### config.mk
export PLATFORM = sky130hd
export DESIGN_NAME = tqle_ctrl
export DESIGN_NICKNAME = d
export VERILOG_FILES = /design/src/rtl/core/tqle_pkg.sv /design/src/rtl/core/tqle_ctrl.sv
export SDC_FILE = /design/constraint.sdc
export NUM_CORES = 1
export LEC_CHECK = 0
export ABC_AREA = 0
export BUFFER_PORTS_ARGS = -buffer_cell sky130_fd_sc_hd__buf_2
export CAP_MARGIN = 20
export CORE_ASPECT_RATIO = 2
export CORE_MARGIN = 2
export CORE_UTILIZATION = 27
export CTS_CLUSTER_SIZE = 20
export DETAILED_ROUTE_END_ITERATION = 6
export PLACE_DENSITY_LB_ADDON = 0.3
export SYNTH_ARGS = -nofsm -noshare
export SYNTH_HDL_FRONTEND = slang
export SYNTH_SLANG_ARGS = --single-unit
### constraint.sdc
create_clock -name clk_i -period 3 [get_ports clk_i]
set_input_delay 0.3 -clock clk_i [delete_from_list [all_inputs] [get_ports clk_i]]
set_output_delay 0.3 -clock clk_i [all_outputs]
set_load 0.02 [all_outputs]
### src/rtl/core/tqle_pkg.sv
// ----------------------------------------------------------------------------
// tqle_pkg
// Shared types, codes and constants of the tabular Q-learning engine.
// ----------------------------------------------------------------------------
package tqle_pkg;

  typedef enum logic [2:0] {
    FUNC_CHOOSE = 3'd0,
    FUNC_GREEDY = 3'd1,
    FUNC_UPDATE = 3'd2,
    FUNC_READ   = 3'd3,
    FUNC_CLEAR  = 3'd4
  } func_e;

  typedef enum logic [2:0] {
    CFG_LEARN_RATE    = 3'd0,
    CFG_DISCOUNT      = 3'd1,
    CFG_EXPLORE_START = 3'd2,
    CFG_EXPLORE_DECAY = 3'd3,
    CFG_EXPLORE_FLOOR = 3'd4,
    CFG_RANDOM_SEED   = 3'd5
  } cfg_idx_e;

  typedef enum logic [1:0] {
    DIV_DRAW,
    DIV_ACTION,
    DIV_TIE
  } div_sel_e;

  typedef enum logic [4:0] {
    ST_IDLE,
    ST_DECODE,
    ST_DRAW_EXP,
    ST_WAIT_EXP,
    ST_DRAW_ACT,
    ST_WAIT_ACT,
    ST_RD_S,
    ST_GRAB,
    ST_RD_NS,
    ST_SCAN,
    ST_DRAW_TIE,
    ST_WAIT_TIE,
    ST_PICK,
    ST_MUL_P,
    ST_ADD_T,
    ST_MUL_LO,
    ST_MUL_HI,
    ST_ADD_N,
    ST_RND,
    ST_WR,
    ST_CLR,
    ST_FIN
  } state_e;

  localparam int unsigned     DivW       = 14;
  localparam logic [DivW-1:0] DRAW_RANGE = 14'd10000;
  localparam logic [15:0]     Q_LIMIT    = 16'd32767;

  localparam logic [15:0] LEARN_RATE_RST    = 16'd6554;
  localparam logic [15:0] DISCOUNT_RST      = 16'd58982;
  localparam logic [15:0] EXPLORE_START_RST = 16'd19661;
  localparam logic [15:0] EXPLORE_DECAY_RST = 16'd65470;
  localparam logic [15:0] EXPLORE_FLOOR_RST = 16'd3277;
  localparam logic [31:0] RANDOM_SEED_RST   = 32'd1;

  typedef struct packed {
    logic     load;
    logic     draw;
    div_sel_e div_sel;
    logic     rd_s;
    logic     rd_ns;
    logic     grab;
    logic     scan_clr;
    logic     scan_step;
    logic     pick_step;
    logic     take_rand;
    logic     mul_p;
    logic     add_t;
    logic     mul_lo;
    logic     mul_hi;
    logic     add_n;
    logic     rnd;
    logic     wr;
    logic     clr;
    logic     fin;
  } cmd_t;

  typedef struct packed {
    func_e func;
    logic  rem_done;
    logic  explore_hit;
    logic  scan_last;
    logic  pick_hit;
  } status_t;

  function automatic logic [31:0] xorshift(input logic [31:0] x);
    logic [31:0] y;
    y = x ^ (x << 13);
    y = y ^ (y >> 17);
    y = y ^ (y << 5);
    return y;
  endfunction

endpackage

### src/rtl/core/tqle_ctrl.sv
// ----------------------------------------------------------------------------
// tqle_ctrl
// Controller: sequences each operation and owns the item handshakes.
// ----------------------------------------------------------------------------
module tqle_ctrl (
  input  logic              clk_i,
  input  logic              rst_ni,
  input  logic              in_valid_i,
  output logic              in_ready_o,
  output logic              out_valid_o,
  input  logic              out_ready_i,
  input  tqle_pkg::status_t status_i,
  output tqle_pkg::cmd_t    cmd_o
);

  tqle_pkg::state_e state_q, state_d;
  logic             out_valid_q, out_valid_d;
  logic             fin_ok;

  assign fin_ok = !out_valid_q || out_ready_i;

  always_comb begin
    state_d = state_q;
    case (state_q)
      tqle_pkg::ST_IDLE: if (in_valid_i) state_d = tqle_pkg::ST_DECODE;
      tqle_pkg::ST_DECODE: begin
        case (status_i.func)
          tqle_pkg::FUNC_CHOOSE: state_d = tqle_pkg::ST_DRAW_EXP;
          tqle_pkg::FUNC_GREEDY: state_d = tqle_pkg::ST_RD_S;
          tqle_pkg::FUNC_UPDATE: state_d = tqle_pkg::ST_RD_S;
          tqle_pkg::FUNC_READ:   state_d = tqle_pkg::ST_RD_S;
          tqle_pkg::FUNC_CLEAR:  state_d = tqle_pkg::ST_CLR;
          default:               state_d = tqle_pkg::ST_FIN;
        endcase
      end
      tqle_pkg::ST_DRAW_EXP: state_d = tqle_pkg::ST_WAIT_EXP;
      tqle_pkg::ST_WAIT_EXP: begin
        if (status_i.rem_done) begin
          state_d = status_i.explore_hit ? tqle_pkg::ST_DRAW_ACT : tqle_pkg::ST_RD_S;
        end
      end
      tqle_pkg::ST_DRAW_ACT: state_d = tqle_pkg::ST_WAIT_ACT;
      tqle_pkg::ST_WAIT_ACT: if (status_i.rem_done) state_d = tqle_pkg::ST_FIN;
      tqle_pkg::ST_RD_S: begin
        if (status_i.func == tqle_pkg::FUNC_UPDATE || status_i.func == tqle_pkg::FUNC_READ) begin
          state_d = tqle_pkg::ST_GRAB;
        end else begin
          state_d = tqle_pkg::ST_SCAN;
        end
      end
      tqle_pkg::ST_GRAB: begin
        state_d = (status_i.func == tqle_pkg::FUNC_READ) ? tqle_pkg::ST_FIN : tqle_pkg::ST_RD_NS;
      end
      tqle_pkg::ST_RD_NS: state_d = tqle_pkg::ST_SCAN;
      tqle_pkg::ST_SCAN: begin
        if (status_i.scan_last) begin
          state_d = (status_i.func == tqle_pkg::FUNC_UPDATE) ? tqle_pkg::ST_MUL_P
                                                            : tqle_pkg::ST_DRAW_TIE;
        end
      end
      tqle_pkg::ST_DRAW_TIE: state_d = tqle_pkg::ST_WAIT_TIE;
      tqle_pkg::ST_WAIT_TIE: if (status_i.rem_done) state_d = tqle_pkg::ST_PICK;
      tqle_pkg::ST_PICK:     if (status_i.pick_hit) state_d = tqle_pkg::ST_FIN;
      tqle_pkg::ST_MUL_P:    state_d = tqle_pkg::ST_ADD_T;
      tqle_pkg::ST_ADD_T:    state_d = tqle_pkg::ST_MUL_LO;
      tqle_pkg::ST_MUL_LO:   state_d = tqle_pkg::ST_MUL_HI;
      tqle_pkg::ST_MUL_HI:   state_d = tqle_pkg::ST_ADD_N;
      tqle_pkg::ST_ADD_N:    state_d = tqle_pkg::ST_RND;
      tqle_pkg::ST_RND:      state_d = tqle_pkg::ST_WR;
      tqle_pkg::ST_WR:       state_d = tqle_pkg::ST_FIN;
      tqle_pkg::ST_CLR:      state_d = tqle_pkg::ST_FIN;
      tqle_pkg::ST_FIN:      if (fin_ok) state_d = tqle_pkg::ST_IDLE;
      default:               state_d = tqle_pkg::ST_IDLE;
    endcase
  end

  always_comb begin
    cmd_o       = '0;
    cmd_o.div_sel = tqle_pkg::DIV_DRAW;
    in_ready_o  = 1'b0;
    out_valid_d = out_valid_q && !out_ready_i;
    case (state_q)
      tqle_pkg::ST_IDLE: begin
        in_ready_o = 1'b1;
        cmd_o.load = in_valid_i;
      end
      tqle_pkg::ST_DRAW_EXP: cmd_o.draw = 1'b1;
      tqle_pkg::ST_DRAW_ACT: begin
        cmd_o.draw    = 1'b1;
        cmd_o.div_sel = tqle_pkg::DIV_ACTION;
      end
      tqle_pkg::ST_WAIT_ACT: cmd_o.take_rand = status_i.rem_done;
      tqle_pkg::ST_RD_S: begin
        cmd_o.rd_s     = 1'b1;
        cmd_o.scan_clr = 1'b1;
      end
      tqle_pkg::ST_GRAB: cmd_o.grab = 1'b1;
      tqle_pkg::ST_RD_NS: begin
        cmd_o.rd_ns    = 1'b1;
        cmd_o.scan_clr = 1'b1;
      end
      tqle_pkg::ST_SCAN: cmd_o.scan_step = 1'b1;
      tqle_pkg::ST_DRAW_TIE: begin
        cmd_o.draw     = 1'b1;
        cmd_o.div_sel  = tqle_pkg::DIV_TIE;
        cmd_o.scan_clr = 1'b1;
      end
      tqle_pkg::ST_PICK:   cmd_o.pick_step = 1'b1;
      tqle_pkg::ST_MUL_P:  cmd_o.mul_p = 1'b1;
      tqle_pkg::ST_ADD_T:  cmd_o.add_t = 1'b1;
      tqle_pkg::ST_MUL_LO: cmd_o.mul_lo = 1'b1;
      tqle_pkg::ST_MUL_HI: cmd_o.mul_hi = 1'b1;
      tqle_pkg::ST_ADD_N:  cmd_o.add_n = 1'b1;
      tqle_pkg::ST_RND:    cmd_o.rnd = 1'b1;
      tqle_pkg::ST_WR:     cmd_o.wr = 1'b1;
      tqle_pkg::ST_CLR:    cmd_o.clr = 1'b1;
      tqle_pkg::ST_FIN: begin
        cmd_o.fin = fin_ok;
        if (fin_ok) out_valid_d = 1'b1;
      end
      default: ;
    endcase
  end

  always_ff @(posedge clk_i or negedge rst_ni) begin
    if (!rst_ni) begin
      state_q     <= tqle_pkg::ST_IDLE;
      out_valid_q <= 1'b0;
    end else begin
      state_q     <= state_d;
      out_valid_q <= out_valid_d;
    end
  end

  assign out_valid_o = out_valid_q;

endmodule

# After elaboration in Yosys (flattened, before gate mapping)
# Cells that the tools add are included.
[classes]
eq_ne = 32
mux = 35
reduce_logical = 12
[op_table]
columns = ["operator", "count"]
rows = [
  ["5-bit one-hot mux with 21 select lines", 1],
  ["5-bit by 4-bit equality test with 1-bit output (second input constant)", 8],
  ["5-bit two-way mux", 8],
  ["5-bit equality test (second input constant)", 6],
  ["1-bit two-way mux", 21],
  ["5-bit by 3-bit equality test with 1-bit output (second input constant)", 4],
  ["5-bit one-hot mux with 3 select lines", 1],
  ["2-bit inequality test (second input constant)", 7],
  ["5-bit by 2-bit equality test with 1-bit output (second input constant)", 2],
  ["3-bit OR reduction", 3],
  ["7-bit AND reduction", 1],
  ["3-bit by 2-bit equality test with 1-bit output (second input constant)", 2],
  ["5-bit by 1-bit equality test with 1-bit output (second input constant)", 1],
  ["5-bit zero test", 1],
  ["4-bit two-way mux", 1],
  ["2-bit one-hot mux with 2 select lines", 1],
  ["3-bit by 1-bit equality test with 1-bit output (second input constant)", 1],
  ["3-bit equality test (second input constant)", 1],
  ["3-bit zero test", 1],
  ["3-bit two-way mux", 1],
  ["1-bit zero test", 2],
  ["1-bit logical OR", 2],
  ["2-bit two-way mux", 1],
  ["2-bit OR reduction", 1],
  ["1-bit logical AND", 1],
]
[word_totals]
regBits = 6
output_inout_bits = 22
elab_cells = 81

# Longest topological paths before layout
[depth]
word_depth = 4
ltp_mapped = 7

# Worst setup path after synthesis
# No wires, ideal clock.
[synth_path]
path_kind = "reg2out"
start = "register state_q[2]"
end = "output cmd_o[19] in the netlist's numbering"
t_arrival_ns = 1.463
required_ns = 2.700
path_slack_ns = 1.237
path_stages_with_launch = 6
n_path_buf = 2
path_cell_list = "dfrtp_1 buf_6 or2_1 buf_2 nor2_1 and2_1"
[synth_lines]
columns = ["item", "line", "rtl"]
rows = [
  ["from (decl)", "tqle_ctrl.sv:16", "tqle_pkg::state_e state_q, state_d;"],
  ["from (signal assigned)", "tqle_ctrl.sv:127", "state_q <= tqle_pkg::ST_IDLE;"],
  ["from (signal assigned)", "tqle_ctrl.sv:130", "state_q <= state_d;"],
  ["to (decl)", "tqle_ctrl.sv:13", "output tqle_pkg::cmd_t cmd_o"],
]

==> results.yml <==
run_status:
  status: "finished, final reports clean"
floorplan:
  die_height_um: 83.39
  coreArea_mm2: 0.002978
  start_util_pct: 28.57
  die_area_mm2: 0.003644
  die_w_um: 43.70
  ios: 33
  fp-row-count: 28
grt:
  grt_pass1_wl_um: 4388
  antenna_found_initial: 0
  grt_pass1_vias: 973
  grt_start_max_net_pins: 26
  grt-ovfl-total: 0
  grt_util_all_layers_pct: 15.55
timing:
  finalHoldViolCount: 0
  timing.hold.ws_ps: 380.4
  setup_violations: 0
  fin_crit_ps: 2171
  relSlewSlack_pct: 52.21
  clock.fmax_mhz: 460.5
  rsz0062_at_grt: "no"
  report.final.slew_viol_count: 0
  fin_skew_ps: 1.152
  worstMarginPinSlew_ps: 716.9
  fin_crit_sh_pct: 72.38
  setup_ws_ps: 828.6
  setup_tns_ps: 0
route:
  routedWlPerCell_um: 15.21
  vias: 1042
  finalWirelength_um: 2784
  ant_nets: 0
  detail_route.vias_per_cell: 5.694
  route.detailed.drc: 0
  drt-pass1-iter-count: 6
  drt_iter0_drc: 47
synthesis:
  yosysMostFrequentCell: "nor2_1"
  synth_area_um2: 850.8
  ys_seq_area_share_pct: 17.65
  yosys-top-cells-area: "dfrtp_1 (18%), a21oi_1 (8.8%), nor2_1 (7.9%), nor3_1 (5.3%), nand2b_1 (5.1%)"
  netlist.area_leader.share_pct: 17.65
  synth_ff_type: "dfrtp_1"
  synth.distinct_cells: 38
  syn_avg_cell_area_um2: 6.699
  ys_ff_latch: 6
  yosysWarnings: 0
  synthCells: 127
  async_flop_share_pct: 100.0
  synth_common_cells: "nor2_1 (18), a21oi_1 (15), nand2_1 (9), nor3_1 (9), o21ai_0 (8)"
  syn_nets: 138
  yosys.area.top_type: "dfrtp_1"
  synth-edff-count: 0
min_path:
  holdCritStartpoint: "out_ready_i"
  hp-class: "in -> reg"
  hold-path-endpoint: "out_valid_o"
  holdPathStages: 3
place:
  post-place-ws_ps: 865.7
  port_buffers: 32
  dp_cells: 179
  gp_congestion: 0.9276
  hpwl_um: 2132
clock_network:
  clk_path_buf_depth: 2
  cts_tree: "done"
  cts_max_level: 1
  clkLatencyLatePin_ps: 220
  postCtsSetupBuffers: 0
  cts-buffers-inserted: 3
  clock-sinks: 6
  clk_pin_slew_ps: 40
  cts-root-buf: "clkbuf_8"
worst_setup_path:
  path_class: "reg -> out"
  r2r_slack_ps: 870
  crit_path_max_fanout: 24
  arrival_ps: 1870
  reg2reg_depth: 4
  end_kind: "output pin"
  cp-start-kind: "flop"
  worstPathRequired_ps: 2700
  regToRegEndpoint: "state_q[1]"
  r2r-start: "state_q[1]"
pwr:
  power_density_mw_per_mm2: 1078
  leakagePower_nw: 0.5055
  irDropWorstVdd_mv: 0.5575
final_layout:
  num-nets-final: 166
  drive_above_1_share_pct: 26.14
  diodes: 0
  finalNonFillerCells: 183
  area_delta_synth_final_pct: 23.38
run:
  maxCapViolCount: 0
[logic make-up (layout without fill, tap and decap cells)]
family / count (synthesis) / count (layout) / share of synthesized area [%]
AOI/OAI and AO/OA: 37 / 37 / 26.47
buffers and inverters: 14 / 40 / 7.647
DFF: 6 / 6 / 17.65
muxes: 2 / 2 / 3.530
and+or+nand+nor: 68 / 68 / 44.71
[placed cells by master, fill, tap and decap left out, types with 4 or more instances in the layout]
cell type,instances
nor2b_1,5
o21ai_0,8
buf_2,32
nor2_1,18
inv_1,4
dfrtp_1,6
nor3_1,9
nand2b_1,7
a21oi_1,15
or3_1,4
nand2_1,9
[per-stage QoR]
step	cell area (um^2)	total power [mW]	util, %
2_1_floorplan	850.8	0.8241	-
6_report	1050	1.132	35.25
3_3_place_gp	998.5	0.9965	33.53
5_1_grt	1050	1.222	35.25
3_5_place_dp	998.5	1.002	33.53
4_1_cts	1050	1.134	35.25
[how the worst max path moves through the flow]
stage | to | slack (ps) | cells after the start | start
final | cmd_o[0] | 830 | 4 | state_q[0]
after global routing | cmd_o[0] | 670 | 4 | state_q[0]
after CTS | cmd_o[0] | 840 | 4 | state_q[0]
after detailed placement | state_q[1] | 870 | 4 | state_q[2]
after global placement | state_q[1] | 910 | 5 | state_q[2]
after floorplan | cmd_o[19] | 1240 | 5 | state_q[2]
[layer usage]
metal	global-route usage (%)	up-vias	wire length, um
met5	0	-	0
met4	11.57	0	171
met3	2.609	12	117
met2	26.07	38	1506
met1	16.16	482	988
li1	-	510	-
[cell type report]
type / count / area, um^2
clock buffer: 3 / 41.29
timing repair buffer: 33 / 170.2
inverter: 4 / 15.01
sequential: 6 / 150.1
multi-input combinational: 107 / 635.6
tap: 30 / 37.54
fill: 325 / 1928
[sequential cells by signal, indices dropped and copies added, names as in the netlist]
name	count
out_valid_o	1
state_q	5
[what timing repair did]
| action | in CTS | in global routing |
|---|---|---|
| endpoints found under the hold margin | 6 | 0 |
| gates resized for setup | 0 | 0 |
| hold buffers | 1 | 0 |
[power by group]
| group | total [mW] | leakage (nW) | switching, mW | internal (mW) |
|---|---|---|---|---|
| clock network | 0.122 | 0.0216 | 0.0358 | 0.0863 |
| registers | 0.281 | 0.0754 | 0.163 | 0.119 |
| logic | 0.728 | 0.408 | 0.427 | 0.301 |
[critical path: stages, from the launching register on]
cell	delay, ps
dfrtp_1	760
nor2b_1	400
nand3_1	170
nor2b_1	140
buf_2	170
(Power assumes the default switching activity.)
